===== config.mk =====
export PLATFORM = sky130hd
export DESIGN_NAME = hms_reload_timer
export DESIGN_NICKNAME = d
export VERILOG_FILES = /design/src/rtl/core/hrt_pkg.sv /design/src/rtl/core/hms_reload_timer.sv
export SDC_FILE = /design/constraint.sdc
export NUM_CORES = 1
export LEC_CHECK = 0
export BUFFER_PORTS_ARGS = -buffer_cell sky130_fd_sc_hd__buf_2
export CAP_MARGIN = 30
export CORE_AREA = 2 2 188 190
export CTS_BUF_LIST = sky130_fd_sc_hd__clkbuf_4 sky130_fd_sc_hd__clkbuf_8 sky130_fd_sc_hd__clkbuf_16
export DETAILED_ROUTE_END_ITERATION = 7
export DIE_AREA = 0 0 190 192
export SYNTH_ARGS = -nofsm -noshare
export SYNTH_HDL_FRONTEND = slang
export SYNTH_SLANG_ARGS = --single-unit

===== constraint.sdc =====
create_clock -name clk -period 7.49 [get_ports clk]
set_clock_uncertainty 0.15 [all_clocks]
set_input_delay 1.498 -clock clk [delete_from_list [all_inputs] [get_ports clk]]
set_output_delay 1.498 -clock clk [all_outputs]
set_load 0.03 [all_outputs]

===== src/rtl/core/hrt_pkg.sv =====
// Shared command, status and width constants for the reload timer.
`timescale 1ns / 1ps

package hrt_pkg;

	localparam int STAMP_WIDTH = 32;
	localparam int ACC_WIDTH   = 32;
	localparam int TPM_WIDTH   = 24;
	localparam int RELOAD_W    = 17;
	localparam int CFG_IDX_W   = 3;
	localparam int CFG_DATA_W  = 24;

	// Command codes
	localparam logic [1:0] FUNC_TICK  = 2'd0;
	localparam logic [1:0] FUNC_START = 2'd1;
	localparam logic [1:0] FUNC_STOP  = 2'd2;
	localparam logic [1:0] FUNC_RESET = 2'd3;

	// Result status codes
	localparam logic [1:0] STATUS_IDLE    = 2'd0;
	localparam logic [1:0] STATUS_RUN     = 2'd1;
	localparam logic [1:0] STATUS_EXPIRED = 2'd2;

	// Configuration register indexes
	localparam logic [CFG_IDX_W-1:0] REG_TICKS_PER_MS   = 3'd0;
	localparam logic [CFG_IDX_W-1:0] REG_TARGET_HOURS   = 3'd1;
	localparam logic [CFG_IDX_W-1:0] REG_TARGET_MINUTES = 3'd2;
	localparam logic [CFG_IDX_W-1:0] REG_TARGET_SECONDS = 3'd3;
	localparam logic [CFG_IDX_W-1:0] REG_TARGET_MILLIS  = 3'd4;
	localparam logic [CFG_IDX_W-1:0] REG_RELOAD_MODE    = 3'd5;
	localparam logic [CFG_IDX_W-1:0] REG_RELOAD_COUNT   = 3'd6;

	localparam logic [TPM_WIDTH-1:0] TPM_RESET      = 24'd1000;
	localparam logic [RELOAD_W-1:0]  RELOAD_ENDLESS = 17'h1FFFF;

	localparam logic [9:0] MILLIS_MAX = 10'd999;
	localparam logic [5:0] SIXTY_MAX  = 6'd59;

	// Time of day as hours, minutes, seconds, milliseconds
	typedef struct packed {
		logic [4:0] hours;
		logic [5:0] minutes;
		logic [5:0] seconds;
		logic [9:0] millis;
	} hms_time_t;

endpackage


===== src/rtl/core/hms_reload_timer.sv =====
// Periodic reload timer counting hours, minutes, seconds and milliseconds.
`timescale 1ns / 1ps

// Each command beat yields one result beat. Start, stop and reset go from
// acceptance straight to the done state, as does a tick on a stopped timer
// or a tick whose stamp went backwards. A running tick passes through the step
// state first, one step per elapsed millisecond, then goes to the done state.
// A single shared subtract-and-compare unit takes ticks_per_ms out of the
// accumulator and advances the count by one millisecond per cycle. It stops
// early on expiry. in_stall stays high while a command is in progress and
// while its result waits for a free output register. The next command is
// accepted in the cycle after the result is loaded. The output register holds
// the result until it is taken.
module hms_reload_timer import hrt_pkg::*; (
	input  logic                     clk,
	input  logic                     arst_n,
	input  logic                     in_valid,
	output logic                     in_stall,
	input  logic [1:0]               func,
	input  logic [STAMP_WIDTH-1:0]   now_stamp,
	output logic                     out_valid,
	input  logic                     out_stall,
	output logic [1:0]               status,
	output logic                     running,
	output logic signed [RELOAD_W-1:0] reloads_left,
	input  logic                     cfg_wr_en,
	input  logic [CFG_IDX_W-1:0]     cfg_index,
	input  logic [CFG_DATA_W-1:0]    cfg_data
);

	localparam logic [1:0] ST_IDLE = 2'd0;
	localparam logic [1:0] ST_STEP = 2'd1;
	localparam logic [1:0] ST_DONE = 2'd2;

	logic [1:0]                state_q;
	logic [1:0]                res_status_q;

	logic [TPM_WIDTH-1:0]      tpm_q;
	hms_time_t                 target_q;
	logic                      reload_mode_q;
	logic [RELOAD_W-1:0]       reload_count_q;

	logic                      running_q;
	hms_time_t                 count_q;
	logic [ACC_WIDTH-1:0]      acc_q;
	logic [STAMP_WIDTH-1:0]    last_q;
	logic [RELOAD_W-1:0]       reload_left_q;

	logic                      out_valid_q;
	logic [1:0]                out_status_q;
	logic                      out_running_q;
	logic [RELOAD_W-1:0]       out_reloads_q;

	logic                      in_beat;
	logic                      out_free;
	logic [TPM_WIDTH-1:0]      tpm_eff;
	logic [ACC_WIDTH:0]        acc_sum;
	logic [ACC_WIDTH-1:0]      acc_sat;
	logic                      stamp_fwd;
	logic                      step_go;
	hms_time_t                 count_inc;
	logic                      tgt_carry_ms;
	logic                      tgt_carry_sec;
	logic                      tgt_carry_min;
	logic [6:0]                tgt_sec_sum;
	logic [6:0]                tgt_min_sum;
	logic [5:0]                tgt_hours_sum;
	hms_time_t                 target_norm;
	logic                      target_ok;
	logic                      expire;
	logic                      reload_avail;

	assign in_beat  = in_valid && !in_stall;
	assign in_stall = (state_q != ST_IDLE);
	assign out_free = !out_valid_q || !out_stall;

	assign out_valid    = out_valid_q;
	assign status       = out_status_q;
	assign running      = out_running_q;
	assign reloads_left = out_reloads_q;

	// Treat a zero rate as one tick per millisecond
	assign tpm_eff = (tpm_q == '0) ? TPM_WIDTH'(1) : tpm_q;

	// Add elapsed ticks, saturating at the accumulator limit
	assign stamp_fwd = (now_stamp >= last_q);
	assign acc_sum   = {1'b0, acc_q} + {1'b0, ACC_WIDTH'(now_stamp - last_q)};
	assign acc_sat   = acc_sum[ACC_WIDTH] ? '1 : acc_sum[ACC_WIDTH-1:0];

	// Shared unit: one millisecond step while the accumulator exceeds the rate
	assign step_go = (acc_q > {{(ACC_WIDTH-TPM_WIDTH){1'b0}}, tpm_eff});

	// Advance the cascaded count by one millisecond
	always_comb begin
		count_inc = count_q;
		if (count_q.millis == MILLIS_MAX) begin
			count_inc.millis = '0;
			if (count_q.seconds == SIXTY_MAX) begin
				count_inc.seconds = '0;
				if (count_q.minutes == SIXTY_MAX) begin
					count_inc.minutes = '0;
					count_inc.hours   = count_q.hours + 5'd1;
				end else begin
					count_inc.minutes = count_q.minutes + 6'd1;
				end
			end else begin
				count_inc.seconds = count_q.seconds + 6'd1;
			end
		end else begin
			count_inc.millis = count_q.millis + 10'd1;
		end
	end

	// Fold out-of-range target fields into the next unit up
	always_comb begin
		target_norm  = target_q;
		tgt_carry_ms = (target_q.millis > MILLIS_MAX);
		if (tgt_carry_ms) begin
			target_norm.millis = target_q.millis - (MILLIS_MAX + 10'd1);
		end
		tgt_sec_sum   = {1'b0, target_q.seconds} + {6'd0, tgt_carry_ms};
		tgt_carry_sec = (tgt_sec_sum > {1'b0, SIXTY_MAX});
		target_norm.seconds = tgt_carry_sec ? (tgt_sec_sum[5:0] - (SIXTY_MAX + 6'd1)) :
			tgt_sec_sum[5:0];
		tgt_min_sum   = {1'b0, target_q.minutes} + {6'd0, tgt_carry_sec};
		tgt_carry_min = (tgt_min_sum > {1'b0, SIXTY_MAX});
		target_norm.minutes = tgt_carry_min ? (tgt_min_sum[5:0] - (SIXTY_MAX + 6'd1)) :
			tgt_min_sum[5:0];
		tgt_hours_sum     = {1'b0, target_q.hours} + {5'd0, tgt_carry_min};
		target_norm.hours = tgt_hours_sum[4:0];
	end

	// Compare the stepped count as one whole time; a target past the count
	// range never expires
	assign target_ok = !tgt_hours_sum[5];
	assign expire = target_ok && (count_inc >= target_norm);
	assign reload_avail = (!reload_left_q[RELOAD_W-1] && (reload_left_q != '0)) ||
		(reload_left_q == RELOAD_ENDLESS);

	// Configuration registers
	always_ff @(posedge clk or negedge arst_n) begin
		if (!arst_n) begin
			tpm_q          <= TPM_RESET;
			target_q       <= '0;
			reload_mode_q  <= 1'b0;
			reload_count_q <= RELOAD_ENDLESS;
		end else if (cfg_wr_en) begin
			unique case (cfg_index)
				REG_TICKS_PER_MS:   tpm_q            <= cfg_data;
				REG_TARGET_HOURS:   target_q.hours   <= cfg_data[4:0];
				REG_TARGET_MINUTES: target_q.minutes <= cfg_data[5:0];
				REG_TARGET_SECONDS: target_q.seconds <= cfg_data[5:0];
				REG_TARGET_MILLIS:  target_q.millis  <= cfg_data[9:0];
				REG_RELOAD_MODE:    reload_mode_q    <= cfg_data[0];
				REG_RELOAD_COUNT:   reload_count_q   <= cfg_data[RELOAD_W-1:0];
				default: ;
			endcase
		end
	end

	// Sequencer and timer state
	always_ff @(posedge clk or negedge arst_n) begin
		if (!arst_n) begin
			state_q       <= ST_IDLE;
			res_status_q  <= STATUS_IDLE;
			running_q     <= 1'b0;
			count_q       <= '0;
			acc_q         <= '0;
			last_q        <= '0;
			reload_left_q <= RELOAD_ENDLESS;
		end else begin
			unique case (state_q)
				ST_IDLE: begin
					if (in_beat) begin
						state_q <= (func == FUNC_TICK && running_q && stamp_fwd) ?
							ST_STEP : ST_DONE;
						case (func)
							FUNC_TICK: begin
								last_q       <= now_stamp;
								res_status_q <= running_q ? STATUS_RUN : STATUS_IDLE;
								if (running_q && stamp_fwd) begin
									acc_q <= acc_sat;
								end
							end
							FUNC_START: begin
								last_q       <= now_stamp;
								running_q    <= 1'b1;
								res_status_q <= STATUS_RUN;
							end
							FUNC_STOP: begin
								running_q    <= 1'b0;
								res_status_q <= STATUS_IDLE;
							end
							default: begin
								count_q       <= '0;
								reload_left_q <= reload_count_q;
								res_status_q  <= running_q ? STATUS_RUN : STATUS_IDLE;
							end
						endcase
					end
				end
				ST_STEP: begin
					if (!step_go) begin
						res_status_q <= STATUS_RUN;
						state_q      <= ST_DONE;
					end else if (expire) begin
						res_status_q <= STATUS_EXPIRED;
						state_q      <= ST_DONE;
						if (reload_mode_q && reload_avail) begin
							count_q   <= '0;
							acc_q     <= '0;
							running_q <= 1'b1;
							if (reload_left_q != RELOAD_ENDLESS) begin
								reload_left_q <= reload_left_q - RELOAD_W'(1);
							end
						end else begin
							count_q   <= count_inc;
							acc_q     <= acc_q - {{(ACC_WIDTH-TPM_WIDTH){1'b0}}, tpm_eff};
							running_q <= 1'b0;
						end
					end else begin
						count_q <= count_inc;
						acc_q   <= acc_q - {{(ACC_WIDTH-TPM_WIDTH){1'b0}}, tpm_eff};
					end
				end
				ST_DONE: begin
					if (out_free) begin
						state_q <= ST_IDLE;
					end
				end
				default: state_q <= ST_IDLE;
			endcase
		end
	end

	// Output register: load the finished result, drop it once taken
	always_ff @(posedge clk or negedge arst_n) begin
		if (!arst_n) begin
			out_valid_q <= 1'b0;
		end else if (state_q == ST_DONE && out_free) begin
			out_valid_q <= 1'b1;
		end else if (!out_stall) begin
			out_valid_q <= 1'b0;
		end
	end

	always_ff @(posedge clk) begin
		if (state_q == ST_DONE && out_free) begin
			out_status_q  <= res_status_q;
			out_running_q <= running_q;
			out_reloads_q <= reload_left_q;
		end
	end

	// Stepping only ever happens on a running timer
	a_step_running: assert property (@(posedge clk) disable iff (!arst_n)
		(state_q == ST_STEP) |-> running_q)
		else $error("millisecond step on a stopped timer");

	// A not-running status always reports a stopped timer
	a_idle_stopped: assert property (@(posedge clk) disable iff (!arst_n)
		(out_valid_q && out_status_q == STATUS_IDLE) |-> !out_running_q)
		else $error("idle status with timer running");

	// A running status always reports a running timer
	a_run_running: assert property (@(posedge clk) disable iff (!arst_n)
		(out_valid_q && out_status_q == STATUS_RUN) |-> out_running_q)
		else $error("running status with timer stopped");

	// Single-shot expiry always stops the timer
	a_single_shot: assert property (@(posedge clk) disable iff (!arst_n)
		(out_valid_q && out_status_q == STATUS_EXPIRED && !reload_mode_q) |-> !out_running_q)
		else $error("single-shot expiry left timer running");

endmodule


=== After elaboration in Yosys (flattened, before gate mapping) ===
Index checks and enable logic that the tools add are counted.
Widths: inputs -> output; s select.

* Bits in registers: 203
* Input port bits: 66
* Word-level logic and storage cells: 156

* $add $sub $neg: 14
* Order comparisons: 6
* Equality and inequality tests: 27
* Muxes and demuxes: 50
* Reduce and logical (&&, ||, !) cells: 38

{| class="wikitable"
|+ Operators by type and width
! kind !! count
|-
| $mux 32 || 7
|-
| $mux 27 || 5
|-
| $mux 17 || 7
|-
| $pmux 32 s2 || 1
|-
| $pmux 27 s2 || 1
|-
| $pmux 17 s2 || 1
|-
| $add 32x32->33 || 1
|-
| $ge 32x32->1 || 1
|-
| $gt 32x24->1 || 1
|-
| $sub 32x24->32 || 1
|-
| $sub 32x32->32 || 1
|-
| $ge 27x27->1 || 1
|-
| $logic_not 24->1 || 1
|-
| $mux 24 || 1
|-
| $mux 6 || 4
|-
| $mux 10 || 2
|-
| $ne 2x2->1 const B || 9
|-
| $eq 17x17->1 const B || 1
|-
| $ne 17x17->1 const B || 1
|-
| $reduce_bool 17->1 || 1
|-
| $sub 17x1->17 const B || 1
|-
| $add 6x1->7 || 2
|-
| $gt 7x6->1 const B || 2
|-
| $mux 2 || 7
|-
| 36 further kinds || 75
|}

=== Longest topological paths before layout ===
Gate-level depths: netlist of run 1.

* Depth after elaboration: 11
* Gate-level depth with buffers: 34
* Gate-level depth less buffers: 33

=== Worst setup path after synthesis of run 1 ===
No wires, ideal clock.

* Path type: reg2reg
* From: reg target_q[3] (netlist bit)
* To: reg acc_q[13]
* Data arrival time: 5.984 ns
* Slack: 1.275 ns
* Stages on the path, launching flop included: 32
* Path buffers: 2
* Cell sequence: dfrtp_1 -> o2111ai_1 -> inv_1 -> ha_1 -> nand2_1 -> xor2_1 -> o21ai_0 -> a31oi_1 -> a41o_1 -> inv_1 -> ha_1 -> ha_1 -> xnor2_1 -> o21ai_0 -> and3_1 -> a31oi_1 -> a41o_1 -> inv_1 -> ha_1 -> ha_1 -> xnor2_1 -> ha_1 -> a21o_1 -> a21o_1 -> a21oi_1 -> o2111ai_1 -> o21ai_0 -> o21a_1 -> buf_2 -> clkbuf_1 -> nand2_1 -> a31oi_1

* Cells in the longest elaborated chain, start to end: 11
* Elaborated cells on any way between the ends: 18

{| class="wikitable"
|+ Ends and longest elaborated chain
! what !! line !! source
|-
| start, declared || hms_reload_timer.sv:39 || <nowiki>hms_time_t target_q;</nowiki>
|-
| $gt 10x10->1 || hms_reload_timer.sv:117 || <nowiki>tgt_carry_ms = (target_q.millis > MILLIS_MAX);</nowiki>
|-
| $add 6x1->7 || hms_reload_timer.sv:121 || <nowiki>tgt_sec_sum = {1'b0, target_q.seconds} + {6'd0, tgt_carry_ms};</nowiki>
|-
| $gt 7x6->1 || hms_reload_timer.sv:122 || <nowiki>tgt_carry_sec = (tgt_sec_sum > {1'b0, SIXTY_MAX});</nowiki>
|-
| $add 6x1->7 || hms_reload_timer.sv:125 || <nowiki>tgt_min_sum = {1'b0, target_q.minutes} + {6'd0, tgt_carry_sec};</nowiki>
|-
| $gt 7x6->1 or $sub 6x6->6 (tied branches) || hms_reload_timer.sv:126, hms_reload_timer.sv:127 ||
|-
| $add 5x1->6 or $mux 6 (tied branches) || hms_reload_timer.sv:129, hms_reload_timer.sv:127 ||
|-
| $ge 27x27->1 or $logic_not 1->1 (tied branches) || hms_reload_timer.sv:136, hms_reload_timer.sv:135 ||
|-
| $logic_and 1x1->1 (*) || hms_reload_timer.sv:136 || <nowiki>assign expire = target_ok && (count_inc >= target_norm);</nowiki>
|-
| $mux 32 (*) || hms_reload_timer.sv:206 || <nowiki>end else if (expire) begin</nowiki>
|-
| $mux 32 (*) || hms_reload_timer.sv:203 || <nowiki>if (!step_go) begin</nowiki>
|-
| $pmux 32 s2 (*) || hms_reload_timer.sv:172 || <nowiki>unique case (state_q)</nowiki>
|-
| end signal, assigned || hms_reload_timer.sv:182 || <nowiki>acc_q <= acc_sat;</nowiki>
|-
| end signal, assigned || hms_reload_timer.sv:218 || <nowiki>acc_q <= acc_q - {{(ACC_WIDTH-TPM_WIDTH){1'b0}}, tpm_eff};</nowiki>
|-
| end signal, assigned || hms_reload_timer.sv:223 || <nowiki>acc_q <= acc_q - {{(ACC_WIDTH-TPM_WIDTH){1'b0}}, tpm_eff};</nowiki>
|-
| end, declared || hms_reload_timer.sv:45 || <nowiki>logic [ACC_WIDTH-1:0] acc_q;</nowiki>
|}

Every way passes the cells marked *; elsewhere a longest branch is shown, timed or not. The select of a mux whose other input is x is not followed.
A chain may end at the register's enable or synchronous reset.

=== Worst setup path after layout of run 1 ===
* From: reg target_q[7] (netlist bit)
* To: reg count_q[22] (netlist bit)

* Cells in the longest elaborated chain, start to end: 11
* Elaborated cells on any way between the ends: 18

{| class="wikitable"
|+ Ends and longest elaborated chain
! what !! line !! source
|-
| $gt 10x10->1 || hms_reload_timer.sv:117 ||
|-
| $add 6x1->7 || hms_reload_timer.sv:121 ||
|-
| $gt 7x6->1 || hms_reload_timer.sv:122 ||
|-
| $add 6x1->7 || hms_reload_timer.sv:125 ||
|-
| $gt 7x6->1 or $sub 6x6->6 (tied branches) || hms_reload_timer.sv:126, hms_reload_timer.sv:127 ||
|-
| $add 5x1->6 or $mux 6 (tied branches) || hms_reload_timer.sv:129, hms_reload_timer.sv:127 ||
|-
| $ge 27x27->1 or $logic_not 1->1 (tied branches) || hms_reload_timer.sv:136, hms_reload_timer.sv:135 ||
|-
| $logic_and 1x1->1 (*) || hms_reload_timer.sv:136 ||
|-
| $mux 27 (*) || hms_reload_timer.sv:206 ||
|-
| $mux 27 (*) || hms_reload_timer.sv:203 ||
|-
| $pmux 27 s2 (*) || hms_reload_timer.sv:172 ||
|-
| end signal, assigned || hms_reload_timer.sv:217 || <nowiki>count_q <= count_inc;</nowiki>
|-
| end signal, assigned || hms_reload_timer.sv:222 || <nowiki>count_q <= count_inc;</nowiki>
|-
| end, declared || hms_reload_timer.sv:44 || <nowiki>hms_time_t count_q;</nowiki>
|}

Marked as above.

==> summary.md, run 1 <==
| Metric | Value |
|---|---|
| Largest area contributor in the netlist | dfrtp_1 |
| Slew of the pin with the lowest slew margin | about 950 ps |
| Post-synthesis sequential area ratio | 0.355 |
| CTS buffer count | 25 |
| Floorplan die width | between 150 and 200 um |
| Synthesized area | roughly 15000 um^2 |
| Sinks on Clock Net | roughly 200 |
| Post-Synthesis Net Count | 1883 |
| CORE AREA | roughly 34000 um^2 |
| Cell Count Post-Placement | around 2200 |
| Layout cell share with drive strength beyond 1 | 0.146 |
| DRC marker count from the first detailed-route iteration | just under 800 |
| Cell types with the highest counts after synthesis | 181 x o21ai_0, 180 x nand2_1, 143 x dfrtp_1 |
| MaxCap Viol Count | 0 |
| GR Overflow Total | 0 |
| Diodes inserted | 0 |
| Number of buffer cells added on primary ports | between 80 and 90 |
| Number of global-route vias before repair | approximately 12000 |
| Detail Route Antenna Nets | 0 |
| Source-to-sink clock delay at the later pin of the worst-skew pair | ~560 ps |
| Top-count cell post-synth | o21ai_0 |
| Count of H-tree levels built during CTS | 1 |
| Vertical extent of the die | between 150 and 200 um |
| Number of top-level pins | between 80 and 90 |
| Share of synthesized registers carrying an async set or reset | 0.901 |
| Number of detailed-route iterations in the first pass | 6 |
| Clock slew at the register clock pins of the worst setup and hold paths | ~60 ps |
| Post-cts sizing count | 0 |
| Data arrival at the endpoint of the critical path | 7270 ps |
| Cell types occupying the most area after synthesis | dfrtp_1 24%, ha_1 12%, dfstp_2 7.1% |
| TritonCTS clock tree | done |
| Setup Buffers After CTS | 0 |
| Total power density per cell area | between 400 and 500 nW/um^2 |
| Initial core utilization | 0.429 |
| Largest stage delay on the critical path | just under 400 ps |
| Worst hold margin | 332 ps |
| Critical Path Slowest Stage Cell | dfrtp_1 |
| Antenna violations before repair | 0 |
| EDFF count, synth | 20 |
| CP dominant cell by count | ha_1 |
| Number of vias in the routed layout | 12400 |
| Area share of the largest cell type after synthesis | 0.243 |
| Full die area | about 36000 um^2 |
| Number of hold violations in the final report | 0 |
| Post-detailed-routing wire length | roughly 38000 um |
| Sum of internal, switching and leakage power | approximately 7.8 mW |
| Placed inst area | between 15000 and 20000 um^2 |
| Average instance area after synthesis | between 8 and 9 um^2 |
| Total buffers and inverters traversed by the critical path | 6 |
| First-pass GRT wire length | 62400 um |
| Run status | finished clean |
| Fmax | around 0.14 GHz |
| Post-detailed-placement half-perimeter wirelength | about 29000 um |
| Buffers from clock root to sink, at most | 3 |
| Final cell count without fillers | roughly 2200 |
| Area delta synth->final | 12.1% |
| Class of the worst hold path | flop to flop |
| Clock period minus final worst setup slack | between 6000 and 7000 ps |
| Cell area after layout | 16500 um^2 |
| Worst setup path category | flop to flop |
| Number of warning messages in the yosys log | 0 |
| Capturing element type of the critical path | flop |
| Cell class contributing the biggest share of worst-path delay | compound AO/OA/AOI/OAI gates |
| Final net count | between 1500 and 2000 |
| Max-slew violation count | 0 |
| Worst VDD drop | roughly 0.27 mV |
| Final Wtd Congestion | between 0.8 and 0.9 |
| Predominant post-synthesis flop cell | dfrtp_1 |
| Reported leakage power | approximately 7 nW |
| All-layer global routing usage | 0.211 |
| Largest net degree at the start of global routing | 69 |
| Hold buffer count at CTS | 0 |
| Count of standard-cell rows | 68 |
| Worst path required time | ~8000 ps |
| Post-synthesis cell count | approximately 1700 |
| Via density | approximately 5.6 |
| Avg WL per Cell | around 17 um |
| CTS root buffer | clkbuf_16 |
| Relative slew slack | 0.367 |
| Netlist cell types | between 70 and 80 |
| Setup violators final | 0 |
| Final clock period utilization by the worst path | 0.927 |
| Number of remaining DRC errors | 0 |
| Biggest fanout along the worst timing path | 26 |
| Kind of start point of the critical path | flop |
| Post-synthesis register bit count | 203 |
layer usage:
| metal | wire length, um | vias up | GRT usage |
|---|---|---|---|
| li1 | - | 6258 | - |
| met1 | 18300 | 5841 | 0.295 |
| met2 | 16700 | 283 | 0.341 |
| met3 | 1760 | 67 | 0.0276 |
| met4 | 1050 | 0 | 0.0623 |
| met5 | 0 | - | 0 |
final cells by class:
cell class / instances / area [um^2]
Clock buffer: 25 / 626
Clock inverter: 21 / 219
Inverter: 105 / 394
Multi-Input combinational cell: 1316 / 8900
Tap cell: 455 / 569
Fill cell: 3294 / 17800
Sequential cell: 203 / 5230
Timing Repair Buffer: 102 / 562
where the power goes:
group          leakage, nW  internal (mW)  switching [mW]  total (mW)
clock                0.402          0.723           0.522        1.24
combinational         4.40           1.97            2.78        4.76
sequential            2.37           1.53           0.287        1.82
total                 7.18           4.22            3.59        7.82
cell usage in the layout (no fill, tap or decap), types with 26 or more instances in the layout:
cell type / instances
nand2_1: 180
o21ai_0: 180
dfrtp_1: 143
ha_1: 137
a21oi_1: 123
inv_1: 105
nor2_1: 102
buf_2: 86
xnor2_1: 56
nand3_1: 44
mux2_2: 44
dfstp_2: 40
xor2_1: 39
a21o_1: 37
a31oi_1: 31
a22o_1: 26
logic make-up after synthesis:
logic type,after synthesis,synth area share
AOI/OAI and AO/OA,527,0.225
muxes,50,0.0378
DFF,203,0.355
adders and majority gates,140,0.121
xor gates and xnor gates,96,0.0571
and+or+nand+nor,503,0.163
buffers and inverters,158,0.0417
registers in the layout, indices dropped and copies added, names as in the netlist:
signal and count:
reloads_left 17, reload_count_q 17, state_q 2, tpm_q 24, status 2, target_q 27
res_status_q 2, count_q 27, last_q 32, reload_left_q 17, reload_mode_q 1, running 1
acc_q 32, running_q 1, out_valid 1
path summary, 6_finish.rpt:
path	slack, ps	from	cells past startpoint	endpoint
worst min register to register	330	res_status_q[1]	0	status[1]
worst max register to register	550	target_q[7]	34	count_q[22]
min in group asynchronous	770	arst_n	1	target_q[14]
worst max-delay path	550	target_q[7]	34	count_q[22]
max in group asynchronous	5110	arst_n	2	target_q[13]
worst min-delay path	330	res_status_q[1]	0	status[1]
worst register-to-register path, delay by kind of cell, from the launching register on:
family	cells	cell delay (ps)
AOI/OAI and AO/OA	14	2500
xor gates and xnor gates	3	770
adders and majority gates	6	1370
buffers and inverters	6	950
DFF	1	390
and+or+nand+nor	5	720
per-stage QoR:
step | TNS (ps) | utilization | setup slack [ps]
6_report | 0 | 0.481 | 547
3_3_place_gp | 0 | 0.456 | 694
4_1_cts | 0 | 0.481 | 333
3_5_place_dp | 0 | 0.456 | 375
2_1_floorplan | 0 | - | 1270
5_1_grt | -4.80 | 0.481 | -4.80
Power figures use the tool's default switching activity.
==> run 2, diff against run 1 <==
--- a/config.mk
+++ b/config.mk
@@ -7,10 +7,10 @@
 export LEC_CHECK = 0
 export BUFFER_PORTS_ARGS = -buffer_cell sky130_fd_sc_hd__buf_2
 export CAP_MARGIN = 30
-export CORE_AREA = 2 2 188 190
+export CORE_AREA = 3 3 189 191
 export CTS_BUF_LIST = sky130_fd_sc_hd__clkbuf_4 sky130_fd_sc_hd__clkbuf_8 sky130_fd_sc_hd__clkbuf_16
 export DETAILED_ROUTE_END_ITERATION = 7
-export DIE_AREA = 0 0 190 192
+export DIE_AREA = 0 0 192 194
 export SYNTH_ARGS = -nofsm -noshare
 export SYNTH_HDL_FRONTEND = slang
 export SYNTH_SLANG_ARGS = --single-unit
==> run 2 against run 1 <==
Setup slack gained 89 ps. Non-clock buffer count is the same. First-iteration DRC count grew 4.3%. Sequential power is essentially flat. Largest power group unchanged. Register-to-register slack gained 90 ps. Critical path depth shrank 1.
==> summary.md, run 2 (synthesis results as in run 1) <==
| Metric | Value |
|---|---|
| Most frequent cells in the layout | 180 x nand2_1, 180 x o21ai_0, 143 x dfrtp_1 |
| Antenna violations before repair | 0 |
| CTS root buffer | clkbuf_16 |
| Number of hold violations in the final report | 0 |
| Combinational fraction of design power | 0.608 |
| CTS buffer count | 25 |
| Final clock period utilization by the worst path | 0.915 |
| Worst VDD drop | around 0.26 mV |
| Worst path required time | approximately 7800 ps |
| Largest net degree at the start of global routing | 86 |
| Setup violators final | 0 |
| Worst setup path endpoint | acc_q[25] |
| Total power density per cell area | 474 nW/um^2 |
| Class of the worst hold path | flop to flop |
| Biggest fanout along the worst timing path | 24 |
| Reported leakage power | between 7 and 8 nW |
| Fmax | approximately 0.15 GHz |
| Number of vias in the routed layout | roughly 12000 |
| Number of global-route vias before repair | around 12000 |
| Count of H-tree levels built during CTS | 1 |
| Max-slew violation count | 0 |
| Clock slew at the register clock pins of the worst setup and hold paths | 60 ps |
| Via density | roughly 5.6 |
| # fillers | between 3000 and 4000 |
| Source-to-sink clock delay at the later pin of the worst-skew pair | approximately 560 ps |
| Run status | finished clean |
| Detail Route Antenna Nets | 0 |
| Post-route worst setup slack | 636 ps |
| Buffers from clock root to sink, at most | 3 |
| Top flop regs | acc_q: 32 flops, last_q: 32 flops |
| TritonCTS clock tree | done |
| Relative slew slack | 0.341 |
| First-pass GRT wire length | ~62000 um |
| GR Overflow Total | 0 |
| Post-detailed-placement half-perimeter wirelength | 28900 um |
| Slew of the pin with the lowest slew margin | around 990 ps |
| Reg power frac | 0.233 |
| Area delta synth->final | 12.5% |
| Post-detailed-routing wire length | between 30000 and 40000 um |
| Switch Pwr | roughly 3.6 mW |
| Launch instance of the worst register-to-register path | target_q[4] |
| Clock period minus final worst setup slack | between 6000 and 7000 ps |
| MaxCap Viol Count | 0 |
| Switching share of power | 0.458 |
| Diodes inserted | 0 |
| Final Wtd Congestion | 0.893 |
| CP dominant cell by count | ha_1 |
| Number of top-level pins | 88 |
| DRC marker count from the first detailed-route iteration | ~820 |
| Worst Setup Slack post-DPL | ~150 ps |
| Placed inst area | around 16000 um^2 |
| Reg2Reg Setup Slack | 640 ps |
| Full die area | ~37000 um^2 |
| Count of standard-cell rows | 68 |
| Kind of start point of the critical path | flop |
| Final net count | 1960 |
| Initial core utilization | 0.429 |
| Number of remaining DRC errors | 0 |
| Depth of the worst register-to-register path | 33 |
| Worst setup path startpoint | target_q[4] |
| Avg WL per Cell | approximately 17 um |
| Data arrival at the endpoint of the critical path | ~7200 ps |
| Number of detailed-route iterations in the first pass | 5 |
| Layout cell share with drive strength beyond 1 | 0.149 |
| Number of buffer cells added on primary ports | between 80 and 90 |
| Cell internal power dissipation | 4.25 mW |
| CORE AREA | 34300 um^2 |
| Worst setup path category | flop to flop |
| Depth of the worst hold-timing path | 0 |
| Critical Path Slowest Stage Cell | dfrtp_1 |
| Capturing element type of the critical path | flop |
| All-layer global routing usage | 0.203 |
| Cell area after layout | about 17000 um^2 |
| Clock network power share | 0.159 |
| Floorplan die width | roughly 190 um |
| Largest stage delay on the critical path | about 400 ps |
| Vertical extent of the die | between 150 and 200 um |
| Setup Buffers After CTS | 0 |
| Sinks on Clock Net | between 200 and 250 |
| Reg2reg end | acc_q[25] |
## run 2: worst min path at each step
stage                          startpoint        end  slack (ps)
after CTS                 res_status_q[0]  status[0]         300
after global placement    res_status_q[0]  status[0]         290
after global routing      res_status_q[0]  status[0]         310
final                     res_status_q[0]  status[0]         310
after detailed placement  res_status_q[0]  status[0]         290
after floorplan           res_status_q[0]  status[0]         270
## run 2: cell type report
| type | count | area, um^2 | share of cell area |
|---|---|---|---|
| well taps | 455 | 569 | 0.0344 |
| multi-input cells | 1317 | 8920 | 0.539 |
| inverters | 105 | 394 | 0.0238 |
| clock buffers | 37 | 800 | 0.0483 |
| clock inverters | 9 | 65.1 | 0.00393 |
| flip-flops and latches | 203 | 5230 | 0.316 |
| repair buffers | 102 | 573 | 0.0346 |
## run 2: timing repair
item	CTS	global route
hold buffers	0	0
setup endpoints to repair	0	77
gates resized for setup	0	6
## run 2: critical path: cells and delay by family (launching register included)
| family | cells | cell delay, ps |
|---|---|---|
| AOI/OAI and AO/OA | 13 | 2650 |
| adders and majority gates | 6 | 1410 |
| xor gates and xnor gates | 3 | 780 |
| and+or+nand+nor | 7 | 760 |
| buffers and inverters | 4 | 650 |
| DFF | 1 | 410 |
## run 2: power by group through the flow
stage	clock, mW	combinational (mW)	sequential, mW
after CTS	1.29	4.75	1.82
after floorplan	0	3.70	1.82
after global routing	1.33	5.38	1.87
final	1.25	4.77	1.83
after global placement	0	4.64	1.83
after detailed placement	0	4.72	1.84
## run 2: stage by stage
step,power (mW),util,setup TNS (ps),hold slack (ps),std cells
5_1_grt,8.58,0.483,-55.5,307,2228
3_3_place_gp,6.47,0.456,0,289,2179
6_report,7.84,0.483,0,310,2228
3_5_place_dp,6.56,0.456,0,289,2181
2_1_floorplan,5.52,-,0,269,1677
4_1_cts,7.86,0.482,0,304,2227
## run 2: layer usage
metal	part of all wire	GRT usage	routed length (um)
met1	0.48	0.293	18600
met2	0.45	0.323	17300
met3	0.043	0.0268	1680
met4	0.026	0.0486	1000
met5	0	0	0
